## src/sv/spr_pkg.sv

```systemverilog
// ----------------------------------------------------------------------------
// spr_pkg: shared types and helpers for the stream pattern replacer
// Window depth, register map codes, the result word and byte lane helpers.
// ----------------------------------------------------------------------------
package spr_pkg;

    localparam int MAX_PATTERN = 16;
    localparam int LEN_W       = 5;
    localparam int IDX_W       = 4;
    localparam int BUDGET_W    = 16;
    localparam int CFG_W       = 64;
    localparam int ADDR_W      = 6;

    localparam logic [BUDGET_W-1:0] BUDGET_RESET = 16'd99;

    typedef logic [7:0] t_byte;

    typedef enum logic [2:0] {
        REG_PATTERN_LO = 3'd0,
        REG_PATTERN_HI = 3'd1,
        REG_REPL_LO    = 3'd2,
        REG_REPL_HI    = 3'd3,
        REG_PATTERN_LEN = 3'd4,
        REG_REPL_LEN   = 3'd5,
        REG_MAX_REPL   = 3'd6
    } t_reg_idx;

    typedef struct packed {
        t_byte out_byte;
        logic  byte_valid;
        logic  last_of_run;
        logic  stream_done;
    } t_result;

    // byte k of a 16-byte value held as two 64-bit halves
    function automatic t_byte byte_of(input logic [CFG_W-1:0] lo,
                                      input logic [CFG_W-1:0] hi,
                                      input logic [IDX_W-1:0] k);
        logic [2*CFG_W-1:0] w;
        w = {hi, lo};
        return w[{k, 3'b000} +: 8];
    endfunction

    // saturate at the window depth, optionally forcing zero up to one
    function automatic logic [LEN_W-1:0] clamp_len(input logic [LEN_W-1:0] v,
                                                    input logic             at_least_one);
        logic [LEN_W-1:0] r;
        if (v == '0 && at_least_one) begin
            r = LEN_W'(1);
        end else if (v > LEN_W'(MAX_PATTERN)) begin
            r = LEN_W'(MAX_PATTERN);
        end else begin
            r = v;
        end
        return r;
    endfunction

endpackage

```

## src/sv/spr_cell.sv

```systemverilog
// ----------------------------------------------------------------------------
// spr_cell: one window cell
// Holds one stream byte, passes it on to the next cell on every shift and
// compares it with the pattern byte expected at its position.
// ----------------------------------------------------------------------------
module spr_cell
    import spr_pkg::*;
(
    input  logic  i_clk,
    input  logic  i_shift,
    input  t_byte i_din,
    input  t_byte i_expect,
    output t_byte o_byte,
    output logic  o_eq
);

    t_byte r_byte;

    always_ff @(posedge i_clk) begin
        if (i_shift) begin
            r_byte <= i_din;
        end
    end

    assign o_byte = r_byte;
    assign o_eq   = (r_byte == i_expect);

endmodule

```

## src/sv/spr_out_fifo.sv

```systemverilog
// ----------------------------------------------------------------------------
// spr_out_fifo: two-entry result queue
// Parts the window logic from the output stream so a new byte can be taken
// while a finished result still waits on the receiver.
// ----------------------------------------------------------------------------
module spr_out_fifo
    import spr_pkg::*;
(
    input  logic    i_clk,
    input  logic    i_rst_n,
    input  logic    i_wr,
    input  t_result i_wdata,
    input  logic    i_rd,
    output logic    o_valid,
    output logic    o_full,
    output t_result o_rdata
);

    t_result    r_mem [2];
    logic       r_wr_ptr;
    logic       r_rd_ptr;
    logic [1:0] r_count;

    always_ff @(posedge i_clk) begin
        if (i_wr) begin
            r_mem[r_wr_ptr] <= i_wdata;
        end
    end

    always_ff @(posedge i_clk) begin
        if (!i_rst_n) begin
            r_wr_ptr <= 1'b0;
            r_rd_ptr <= 1'b0;
            r_count  <= 2'd0;
        end else begin
            if (i_wr) begin
                r_wr_ptr <= ~r_wr_ptr;
            end
            if (i_rd) begin
                r_rd_ptr <= ~r_rd_ptr;
            end
            r_count <= r_count + 2'(i_wr) - 2'(i_rd);
        end
    end

    assign o_valid = (r_count != 2'd0);
    assign o_full  = (r_count == 2'd2);
    assign o_rdata = r_mem[r_rd_ptr];

endmodule

```

## src/sv/stream_pattern_replace_top.sv

```systemverilog
// ----------------------------------------------------------------------------
// stream_pattern_replace_top: streaming find and replace on a byte stream
// Replaces up to a budget of pattern matches per stream with a fixed string.
// ----------------------------------------------------------------------------
// Bytes enter on the s_axis channel, tlast marking the final byte of a
// stream. The rewritten stream leaves on m_axis: tdata is the byte, tlast
// closes the results of one input transfer, tuser[0] flags a real byte and
// tuser[1] closes the whole stream. A stream's final input transfer that
// replaces a match with an empty string yields one transfer with tuser[0]
// low. Pattern, replacement, their lengths and the budget are set over the
// APB port, by the user only while the block is idle (the block does not
// enforce this); writing the pattern length empties the window, writing the
// budget reloads the remaining count. The window is a chain of 16 cells; a
// match is checked in the cycle a byte is accepted, and its result is
// registered in the output queue before it shows on m_axis. One byte per
// cycle is sustained while each byte gives at most one result and the queue
// has room; a longer replacement and the flush at a stream's end hold the
// input until their bytes are in the queue. A two-entry output queue holds
// results while the receiver stalls; once full, it backs up s_axis_tready.
// Reset clears window fill, queue and burst counters and loads the register
// reset values, including a budget of 99.
// ----------------------------------------------------------------------------
module stream_pattern_replace_top
    import spr_pkg::*;
(
    input  logic              i_clk,
    input  logic              i_rst_n,
    // config port
    input  logic              psel,
    input  logic              penable,
    input  logic              pwrite,
    input  logic [ADDR_W-1:0] paddr,
    input  logic [CFG_W-1:0]  pwdata,
    output logic [CFG_W-1:0]  prdata,
    output logic              pready,
    // input stream
    input  logic              s_axis_tvalid,
    output logic              s_axis_tready,
    input  logic [7:0]        s_axis_tdata,   // [7:0] data_byte
    input  logic              s_axis_tlast,   // end_of_stream
    // output stream
    output logic              m_axis_tvalid,
    input  logic              m_axis_tready,
    output logic [7:0]        m_axis_tdata,   // [7:0] out_byte
    output logic              m_axis_tlast,   // last_of_run
    output logic [1:0]        m_axis_tuser    // [0] byte_valid, [1] stream_done
);

    // configuration
    logic [CFG_W-1:0]    r_pat_lo, r_pat_hi, r_rep_lo, r_rep_hi;
    logic [LEN_W-1:0]    r_pat_len, r_rep_len;
    logic [BUDGET_W-1:0] r_max_repl;

    // window and burst state
    logic [LEN_W-1:0]    r_fill;
    logic [BUDGET_W-1:0] r_left;
    logic [LEN_W-1:0]    r_rep_cnt;
    logic [IDX_W-1:0]    r_rep_idx;
    logic [LEN_W-1:0]    r_flush_cnt;
    logic                r_eos;

    logic                w_cfg_wr;
    t_reg_idx            w_reg;
    logic [LEN_W-1:0]    w_plen, w_rlen;
    logic [LEN_W-1:0]    w_plen_m1, w_plen_m2;
    logic [LEN_W-1:0]    w_flush_m1;

    t_byte               w_cell_byte [MAX_PATTERN];
    t_byte               w_expect    [MAX_PATTERN];
    logic [MAX_PATTERN-1:0] w_eq, w_mask;

    logic                w_pending, w_accept, w_full, w_match, w_do_rep, w_single;
    logic                w_rep_first, w_empty;
    logic [LEN_W-1:0]    w_fill_new;
    logic [IDX_W-1:0]    w_rd_idx;
    t_byte               w_rd_byte, w_single_byte;

    logic                w_wr, w_fifo_full, w_fifo_valid, w_rd;
    t_result             w_wdata, w_rdata;

    assign w_cfg_wr = psel && penable && pwrite && pready;
    assign w_reg    = t_reg_idx'(paddr[ADDR_W-1:3]);
    assign pready   = 1'b1;

    assign w_plen     = clamp_len(r_pat_len, 1'b1);
    assign w_rlen     = clamp_len(r_rep_len, 1'b0);
    assign w_plen_m1  = w_plen - LEN_W'(1);
    assign w_plen_m2  = w_plen - LEN_W'(2);
    assign w_flush_m1 = r_flush_cnt - LEN_W'(1);

    // cell chain: cell 0 takes the incoming byte, newest byte lowest
    for (genvar j = 0; j < MAX_PATTERN; j++) begin : g_cell
        logic [LEN_W-1:0] w_pos;
        t_byte            w_din;

        // cell j lines up with pattern byte plen-2-j when the window is one short
        assign w_pos       = w_plen_m2 - LEN_W'(j);
        assign w_expect[j] = byte_of(r_pat_lo, r_pat_hi, w_pos[IDX_W-1:0]);
        assign w_mask[j]   = (LEN_W'(j + 1) < w_plen);

        if (j == 0) begin : g_head
            assign w_din = s_axis_tdata;
        end else begin : g_link
            assign w_din = w_cell_byte[j-1];
        end

        spr_cell u_cell (
            .i_clk    (i_clk),
            .i_shift  (w_accept),
            .i_din    (w_din),
            .i_expect (w_expect[j]),
            .o_byte   (w_cell_byte[j]),
            .o_eq     (w_eq[j])
        );
    end

    assign w_pending     = (r_rep_cnt != '0) || (r_flush_cnt != '0);
    assign s_axis_tready = !w_pending && !w_fifo_full;
    assign w_accept      = s_axis_tvalid && s_axis_tready;

    assign w_full  = ((r_fill + LEN_W'(1)) == w_plen);
    assign w_match = w_full && (&(w_eq | ~w_mask))
                     && (s_axis_tdata == byte_of(r_pat_lo, r_pat_hi, w_plen_m1[IDX_W-1:0]));
    assign w_do_rep    = w_match && (r_left != '0);
    assign w_single    = w_full && !w_do_rep;
    assign w_rep_first = w_do_rep && (w_rlen != '0);
    assign w_empty     = w_do_rep && (w_rlen == '0) && s_axis_tlast;

    always_comb begin
        if (w_do_rep) begin
            w_fill_new = '0;
        end else if (w_full) begin
            w_fill_new = w_plen_m1;
        end else begin
            w_fill_new = r_fill + LEN_W'(1);
        end
    end

    // single read port on the cells: flush position while bursting, else the oldest
    assign w_rd_idx      = w_pending ? w_flush_m1[IDX_W-1:0] : w_plen_m2[IDX_W-1:0];
    assign w_rd_byte     = w_cell_byte[w_rd_idx];
    assign w_single_byte = (w_plen == LEN_W'(1)) ? s_axis_tdata : w_rd_byte;

    always_comb begin
        w_wr    = 1'b0;
        w_wdata = '0;
        if (w_pending) begin
            w_wr = !w_fifo_full;
            if (r_rep_cnt != '0) begin
                w_wdata.out_byte    = byte_of(r_rep_lo, r_rep_hi, r_rep_idx);
                w_wdata.byte_valid  = 1'b1;
                w_wdata.last_of_run = (r_rep_cnt == LEN_W'(1));
                w_wdata.stream_done = (r_rep_cnt == LEN_W'(1)) && r_eos;
            end else begin
                w_wdata.out_byte    = w_rd_byte;
                w_wdata.byte_valid  = 1'b1;
                w_wdata.last_of_run = (r_flush_cnt == LEN_W'(1));
                w_wdata.stream_done = (r_flush_cnt == LEN_W'(1)) && r_eos;
            end
        end else if (w_accept) begin
            priority if (w_rep_first) begin
                w_wr                = 1'b1;
                w_wdata.out_byte    = byte_of(r_rep_lo, r_rep_hi, '0);
                w_wdata.byte_valid  = 1'b1;
                w_wdata.last_of_run = (w_rlen == LEN_W'(1));
                w_wdata.stream_done = (w_rlen == LEN_W'(1)) && s_axis_tlast;
            end else if (w_single) begin
                w_wr                = 1'b1;
                w_wdata.out_byte    = w_single_byte;
                w_wdata.byte_valid  = 1'b1;
                w_wdata.last_of_run = !s_axis_tlast || (w_plen == LEN_W'(1));
                w_wdata.stream_done = s_axis_tlast && (w_plen == LEN_W'(1));
            end else if (w_empty) begin
                w_wr                = 1'b1;
                w_wdata.out_byte    = '0;
                w_wdata.byte_valid  = 1'b0;
                w_wdata.last_of_run = 1'b1;
                w_wdata.stream_done = 1'b1;
            end else begin
                w_wr = 1'b0;
            end
        end
    end

    always_ff @(posedge i_clk) begin
        if (!i_rst_n) begin
            r_pat_lo    <= '0;
            r_pat_hi    <= '0;
            r_rep_lo    <= '0;
            r_rep_hi    <= '0;
            r_pat_len   <= LEN_W'(1);
            r_rep_len   <= '0;
            r_max_repl  <= BUDGET_RESET;
            r_fill      <= '0;
            r_left      <= BUDGET_RESET;
            r_rep_cnt   <= '0;
            r_rep_idx   <= '0;
            r_flush_cnt <= '0;
            r_eos       <= 1'b0;
        end else begin
            if (w_cfg_wr) begin
                unique case (w_reg)
                    REG_PATTERN_LO:  r_pat_lo <= pwdata;
                    REG_PATTERN_HI:  r_pat_hi <= pwdata;
                    REG_REPL_LO:     r_rep_lo <= pwdata;
                    REG_REPL_HI:     r_rep_hi <= pwdata;
                    REG_PATTERN_LEN: begin
                        r_pat_len <= pwdata[LEN_W-1:0];
                        r_fill    <= '0;
                    end
                    REG_REPL_LEN:    r_rep_len <= pwdata[LEN_W-1:0];
                    REG_MAX_REPL: begin
                        r_max_repl <= pwdata[BUDGET_W-1:0];
                        r_left     <= pwdata[BUDGET_W-1:0];
                    end
                    default: ;
                endcase
            end

            if (w_accept) begin
                r_fill      <= s_axis_tlast ? '0 : w_fill_new;
                r_rep_cnt   <= w_rep_first ? (w_rlen - LEN_W'(1)) : '0;
                r_rep_idx   <= IDX_W'(1);
                r_flush_cnt <= s_axis_tlast ? w_fill_new : '0;
                r_eos       <= s_axis_tlast;
                if (s_axis_tlast) begin
                    r_left <= r_max_repl;
                end else if (w_do_rep) begin
                    r_left <= r_left - BUDGET_W'(1);
                end
            end else if (w_wr) begin
                // burst transfer into the queue
                if (r_rep_cnt != '0) begin
                    r_rep_cnt <= r_rep_cnt - LEN_W'(1);
                    r_rep_idx <= r_rep_idx + IDX_W'(1);
                end else begin
                    r_flush_cnt <= w_flush_m1;
                end
            end
        end
    end

    always_comb begin
        unique case (w_reg)
            REG_PATTERN_LO:  prdata = r_pat_lo;
            REG_PATTERN_HI:  prdata = r_pat_hi;
            REG_REPL_LO:     prdata = r_rep_lo;
            REG_REPL_HI:     prdata = r_rep_hi;
            REG_PATTERN_LEN: prdata = CFG_W'(r_pat_len);
            REG_REPL_LEN:    prdata = CFG_W'(r_rep_len);
            REG_MAX_REPL:    prdata = CFG_W'(r_max_repl);
            default:         prdata = '0;
        endcase
    end

    assign w_rd = w_fifo_valid && m_axis_tready;

    spr_out_fifo u_out_fifo (
        .i_clk   (i_clk),
        .i_rst_n (i_rst_n),
        .i_wr    (w_wr),
        .i_wdata (w_wdata),
        .i_rd    (w_rd),
        .o_valid (w_fifo_valid),
        .o_full  (w_fifo_full),
        .o_rdata (w_rdata)
    );

    assign m_axis_tvalid = w_fifo_valid;
    assign m_axis_tdata  = w_rdata.out_byte;
    assign m_axis_tlast  = w_rdata.last_of_run;
    assign m_axis_tuser  = {w_rdata.stream_done, w_rdata.byte_valid};

endmodule

```

## config.mk

```make
export PLATFORM = sky130hd
export DESIGN_NAME = stream_pattern_replace_top
export DESIGN_NICKNAME = d
export VERILOG_FILES = /design/src/sv/spr_pkg.sv /design/src/sv/spr_cell.sv /design/src/sv/spr_out_fifo.sv /design/src/sv/stream_pattern_replace_top.sv
export SDC_FILE = /design/constraint.sdc
export NUM_CORES = 1
export LEC_CHECK = 0
export ABC_AREA = 1
export BUFFER_PORTS_ARGS = -buffer_cell sky130_fd_sc_hd__buf_4
export CAP_MARGIN = 15
export CELL_PAD_IN_SITES_DETAIL_PLACEMENT = 0
export CELL_PAD_IN_SITES_GLOBAL_PLACEMENT = 1
export CORE_MARGIN = 2
export CORE_UTILIZATION = 30
export DETAILED_ROUTE_END_ITERATION = 7
export PLACE_DENSITY = 0.54
export SLEW_MARGIN = 20
export SYNTH_ARGS = -nofsm -noshare
export SYNTH_HDL_FRONTEND = slang
export SYNTH_SLANG_ARGS = --single-unit
```

## constraint.sdc

```tcl
create_clock -name i_clk -period 7.86 [get_ports i_clk]
set_input_delay 0.786 -clock i_clk [delete_from_list [all_inputs] [get_ports i_clk]]
set_output_delay 0.786 -clock i_clk [all_outputs]
set_load 0.05 [all_outputs]
```

* Word-level counts from Yosys, hierarchy flattened
Memories as Yosys holds them, arrays and structs flattened. A register that Yosys moved wholly into a read port is not among the register bits. Cells that the tools add are included.
Storage, ports and cells: register bits 450, RAM bits 22, output and inout port bits 78, word-level logic and storage cells 225, memories kept 1
Memory list:
- u_out_fifo.r_mem | depth 2, width 11, rd ports 1, clocked after Yosys merged registers in 1, write ports 1, line spr_out_fifo.sv:19 | t_result r_mem [2];
Cells by class: add/sub/neg operators 25, magnitude comparators 19, eq/ne operators 30, shift operators 18, multiplexer cells 46, bitwise logic cells 6, reduce and logical (&&, ||, !) cells 47
Operators by type and width (number):
- indexed part select 128 x 8 -> 8 bit | 18
- one-hot mux 64 bit (7 select lines) | 1
- equality test 8 bit | 17
- two-way mux 5 bit | 17
- two-way mux 16 bit | 5
- two-way mux 11 bit | 5
- less-than comparator 4 x 5 -> 1 bit (first input constant) | 8
- binary-select mux 8 bit (select 4 bit) | 1
- subtractor 4 bit (second input constant) | 8
- two-way mux 8 bit | 3
- AND reduction 2 bit | 11
- equality test 5 x 1 -> 1 bit (second input constant) | 4
- less-than comparator 3 x 5 -> 1 bit (first input constant) | 4
- subtractor 5 x 1 -> 5 bit (second input constant) | 4
- logical AND 1 bit | 16
- NOT 16 bit | 1
- bitwise OR 16 bit | 1
- AND reduction 16 bit | 1
- nonzero test 16 bit | 1
- subtractor 16 x 1 -> 16 bit (second input constant) | 1
- subtractor 4 x 3 -> 4 bit (second input constant) | 4
- nonzero test 5 bit | 3
- two-way mux 1 bit | 12
- subtractor 4 x 2 -> 4 bit (second input constant) | 3
- 26 further kinds | 42

* Logic depth before layout (Yosys ltp)
word-level depth 21, depth in mapped cells 37, depth with buffers taken out 34

* By module
From an unflattened synthesis, not the netlist that was laid out.
Unflattened totals: cell total of the unflattened synthesis 4807, area total of the unflattened synthesis 31013.5 um2
By module, submodules not included:
- stream_pattern_replace_top | times used 1, cells an instance 3876, area each 23348.6 um2, seq. area each 6366.1 um2
- spr_cell | times used 16, cells an instance 54, area each 412.9 um2, seq. area each 240.2 um2
- spr_out_fifo | times used 1, cells an instance 67, area each 1058.5 um2, seq. area each 760.7 um2

* Worst setup path before layout
Ideal clock, no wire load.
path kind register to register, start point register r_rep_cnt[0], end point register g_cell[0].u_cell.r_byte[0], enable pin, data arrival time 6.113 ns, data required time 7.317 ns, slack 1.203 ns, stages on the path, launching flop included 13, path buffers 2, clock period less this slack 6.657 ns, path through dfxtp_1 -> inv_1 -> ha_1 -> nand2_1 -> nor2_1 -> inv_1 -> nor2_1 -> inv_1 -> nor2_1 -> nand2_1 -> clkbuf_1 -> inv_1 -> clkbuf_1
Between the ends: word-level cells in the longest chain between the ends 5
RTL lines:
- start: declaration | line stream_pattern_replace_top.sv:57 | logic [LEN_W-1:0] r_rep_cnt;
- start signal: assignment | line stream_pattern_replace_top.sv:222 | r_rep_cnt <= w_rep_first ? (w_rlen - LEN_W'(1)) : '0;
- start signal: assignment | line stream_pattern_replace_top.sv:234 | r_rep_cnt <= r_rep_cnt - LEN_W'(1);
- nonzero test 5 bit | line stream_pattern_replace_top.sv:117 | assign w_pending = (r_rep_cnt != '0) || (r_flush_cnt != '0);
- logical OR 1 bit | line stream_pattern_replace_top.sv:117
- logical NOT 1 bit | line stream_pattern_replace_top.sv:118 | assign s_axis_tready = !w_pending && !w_fifo_full;
- logical AND 1 bit | line stream_pattern_replace_top.sv:118
- via s_axis_tready | line stream_pattern_replace_top.sv:38 | output logic s_axis_tready,
- logical AND 1 bit | line stream_pattern_replace_top.sv:119 | assign w_accept = s_axis_tvalid && s_axis_tready;
- via g_cell[0].u_cell.i_shift | line spr_cell.sv:10 | input logic i_shift,
- end signal: assignment | line spr_cell.sv:21 | r_byte <= i_din;
- end: declaration | line spr_cell.sv:17 | t_byte r_byte;
The timed path passes the listed nets, and every way through them passes these cells. A chain may end at the register's enable or synchronous reset.

==> impl_metrics.py <==
metrics = {
    "die": {
        "die_y_um": 326,
        "die_area_mm2": 0.106,
        "num_rows": 118,
        "core_mm2": 0.103,
        "initial_core_util": 0.302,
        "die_width_um": 326,
        "pin_count": 164,
    },
    "timing": {
        "slew_headroom": 0.262,
        "fin_skew_ns": 0.0568,
        "fin_setup_tns_ns": 0,
        "fin_crit_sh": 0.802,
        "period_needed_ns": 6.30,
        "slew_violations": 0,
        "setup_viol": 0,
        "rsz0062_at_grt": "false",
        "finalHoldViolCount": 0,
        "worst_slew_pin_slew_ns": 1.11,
        "fmax_mhz": 159,
    },
    "routing": {
        "ant_nets": 0,
        "drc": 0,
        "wl_mm": 177,
        "drt_iter0_drc": 4061,
        "wl_per_cell_um": 28.6,
        "avgViaCountPerCell": 5.64,
        "vias": 34900,
        "drt_first_pass_iters": 6,
    },
    "worst_setup_path": {
        "worst_ep_required_time_ns": 8.32,
        "cp-start-kind": "register",
        "worstSetupEndpointType": "register",
        "path_max_fanout": 24,
        "cp_slowest_cell": "clkinv_1",
        "critPathArrivalTime_ns": 6.77,
        "max_stage_delay_ns": 0.70,
        "cp_common_cell": "nand2_1",
        "path_cells": "inv_2, nand2_2, inv_2, ha_1, nor2_1, clkinv_1, nand3_1, nand2_1, nand2_1, nand2_1, xnor2_1, nand2_1, nor2_1, nand2_1, nand2_1, nand3_1, nor2_2, nand2_2, nor2_8, inv_2, o22ai_1, nand2_1, nand3_1",
        "worst-setup-path-type": "register to register",
    },
    "clocking": {
        "clk_root_buffer_cell": "clkbuf_16",
        "cts_buffer_depth": 3,
        "post_cts_buffers": 0,
        "clkTransAtPathRegs_ns": 0.06,
        "cts-hold-fix-buffers": 0,
        "numCtsBuffers": 59,
        "cts_htree_levels": 2,
        "clock_sinks": 473,
        "clk_latency_ns": 0.71,
        "cts.repair.resized": 0,
        "cts_tree": "yes",
    },
    "pwr": {
        "p_per_area_mw_per_mm2": 276,
        "pwr-share-seq": 0.312,
        "combPwrFrac": 0.381,
        "swShare": 0.429,
        "irDropWorstVdd_mv": 0.199,
        "switchingPower_mw": 4.20,
        "p_int_mw": 5.59,
        "power_frac_clock": 0.306,
        "power_leakage_nw": 14.8,
    },
    "logic_synthesis": {
        "syn-num-nets": 4856,
        "synth-edff-count": 150,
        "ys_ff_latch": 473,
        "synth_cell_types": 60,
        "ys_async_sr_fraction": 0,
        "synthCells": 4748,
        "yosysSeqAreaShare": 0.352,
        "synth_area_mm2": 0.0312,
        "syn_avg_cell_area_um2": 6.56,
        "yosysWarnings": 0,
        "synth_flop_cell": "dfxtp_1",
    },
    "outcome": {
        "outcome": "completed",
    },
    "grt": {
        "grt-ovfl-total": 0,
        "grt_pass1_vias": 31500,
        "grt_max_degree": 149,
        "antenna_found_initial": 3,
        "track_usage": 0.322,
        "grt_first_pass_wirelength_mm": 247,
    },
    "place": {
        "portBuffers": 159,
        "globalplace.congestion": 0.964,
        "dp_hpwl_mm": 136,
    },
    "finish": {
        "num-nets-final": 4856,
        "drive_above_1_share": 0.0852,
        "areaGrowthSynthToFinish_pct": 14.0,
        "fin_util": 0.344,
    },
    "flow_run": {
        "drv_cap": 0,
    },
    "worst_hold_path": {
        "hp-class": "primary input to register",
    },
}
-- layout make-up --
| type | count | area [um2] |
|---|---|---|
| well taps | 1380 | 1730 |
| diodes | 2 | 5.00 |
| clock inverters | 41 | 538 |
| inverters | 401 | 1520 |
| fillers | 11400 | 67700 |
| repair buffers | 235 | 1790 |
| flip-flops and latches | 473 | 11000 |
| multi-input cells | 3578 | 17400 |
| clock buffers | 70 | 1540 |
-- final timing paths --
| path | slack [ns] | startpoint | end | cells past startpoint |
|---|---|---|---|---|
| worst max register to register | 1.56 | r_pat_len[4] | u_out_fifo.r_mem[1][9] | 23 |
| worst max-delay path | 1.56 | r_pat_len[4] | u_out_fifo.r_mem[1][9] | 23 |
| worst min register to register | 0.45 | u_out_fifo.r_rd_ptr | register | 1 |
| worst min-delay path | 0.33 | s_axis_tdata[1] | g_cell[0].u_cell.o_byte[1] | 1 |
-- synth_stat cells, types with 11 or more instances --
| library cell | n | area [um2] |
|---|---|---|
| inv_2 | 13 | 48.8 |
| xnor2_1 | 14 | 123 |
| a22oi_1 | 12 | 90.1 |
| o2111ai_1 | 28 | 245 |
| buf_2 | 45 | 225 |
| inv_1 | 377 | 1420 |
| nand4_1 | 12 | 75.1 |
| o22ai_1 | 40 | 250 |
| nor2_1 | 283 | 1060 |
| xor2_1 | 22 | 193 |
| o211ai_1 | 30 | 225 |
| nand3_1 | 991 | 4960 |
| buf_1 | 24 | 90.1 |
| dfxtp_1 | 323 | 6470 |
| nand2_2 | 14 | 87.6 |
| o21ai_0 | 447 | 2240 |
| ha_1 | 22 | 275 |
| buf_4 | 20 | 150 |
| a211oi_1 | 11 | 82.6 |
| a21oi_1 | 348 | 1740 |
| a221oi_1 | 18 | 158 |
| edfxtp_1 | 150 | 4500 |
| clkbuf_1 | 198 | 743 |
| nand3b_1 | 32 | 240 |
| o221ai_1 | 38 | 333 |
| nor3_1 | 14 | 70.1 |
| mux2_2 | 11 | 124 |
| nand2_1 | 1117 | 4190 |
| o21ai_1 | 19 | 95.1 |
-- state kept, by name, summed over array words and instances, names as in the netlist, 16 cells and up, named ones only --
signal and count:
u_out_fifo.r_mem 22, r_rep_hi 64, r_max_repl 16, r_rep_lo 64, r_left 16, r_pat_hi 64
r_pat_lo 64, g_cell.u_cell.o_byte 128
-- layout by cell type, fill, tap and decap left out, drive strengths merged, types with 32 or more instances in the layout --
cell type,synthesis,routed
nand2,1133,1133
nand3,992,992
o21ai,466,466
inv,390,390
a21oi,348,348
dfxtp,323,323
nor2,288,288
buf,98,235
edfxtp,150,150
clkbuf,198,70
o22ai,40,40
o221ai,38,38
clkinv,11,36
nand3b,32,32
-- layer usage --
metal	vias up	wire (um)	share of wire	track usage
met5	-	41	0.00023	0
met4	6	7460	0.042	0.123
met3	240	12800	0.072	0.0460
met2	1463	74000	0.42	0.474
met1	16900	82600	0.47	0.472
li1	16300	-	-	-
-- cell families after synthesis --
family                   count (synthesis)  synth area share
AO/OA/AOI/OAI                         1018             0.182
multiplexers                            12           0.00430
XOR/XNOR                                42            0.0136
flip-flops                             473             0.352
adder cells (fa/ha/maj)                 22           0.00883
other                                    1          0.000120
AND/OR/NAND/NOR                       2483             0.348
buffers and inverters                  697            0.0904
-- power groups by stage --
stage	clock network, mW	registers (mW)	logic (mW)
floorplan	0	3.03	1.99
global placement	0	3.10	3.67
detailed placement	0	3.10	3.67
CTS	3.05	3.05	3.68
global route	3.13	3.08	3.94
finish	3.00	3.06	3.73
-- through the flow --
| stage | instances | hold slack, ns | instance area [um2] | worst slack, ns | total power [mW] |
|---|---|---|---|---|---|
| 3_5_place_dp | 6067 | 0.436 | 33400 | 1.78 | 6.77 |
| 6_report | 6180 | 0.327 | 35500 | 1.56 | 9.79 |
| 4_1_cts | 6178 | 0.286 | 35500 | 1.73 | 9.79 |
| 5_1_grt | 6178 | 0.310 | 35500 | 1.27 | 10.2 |
| 3_3_place_gp | 6067 | 0.429 | 33400 | 1.79 | 6.77 |
| 2_1_floorplan | 4748 | 0.426 | 31200 | 1.20 | 5.02 |
-- critical path: cells and delay by family (launching register included) --
| family | cells | cell delay [ns] |
|---|---|---|
| AOI/OAI and AO/OA | 1 | 0.13 |
| adders and majority gates | 1 | 0.33 |
| and+or+nand+nor | 16 | 3.26 |
| DFF | 1 | 0.57 |
| xor gates and xnor gates | 1 | 0.31 |
| buffers and inverters | 4 | 1.39 |
(Power assumes the default switching activity.)
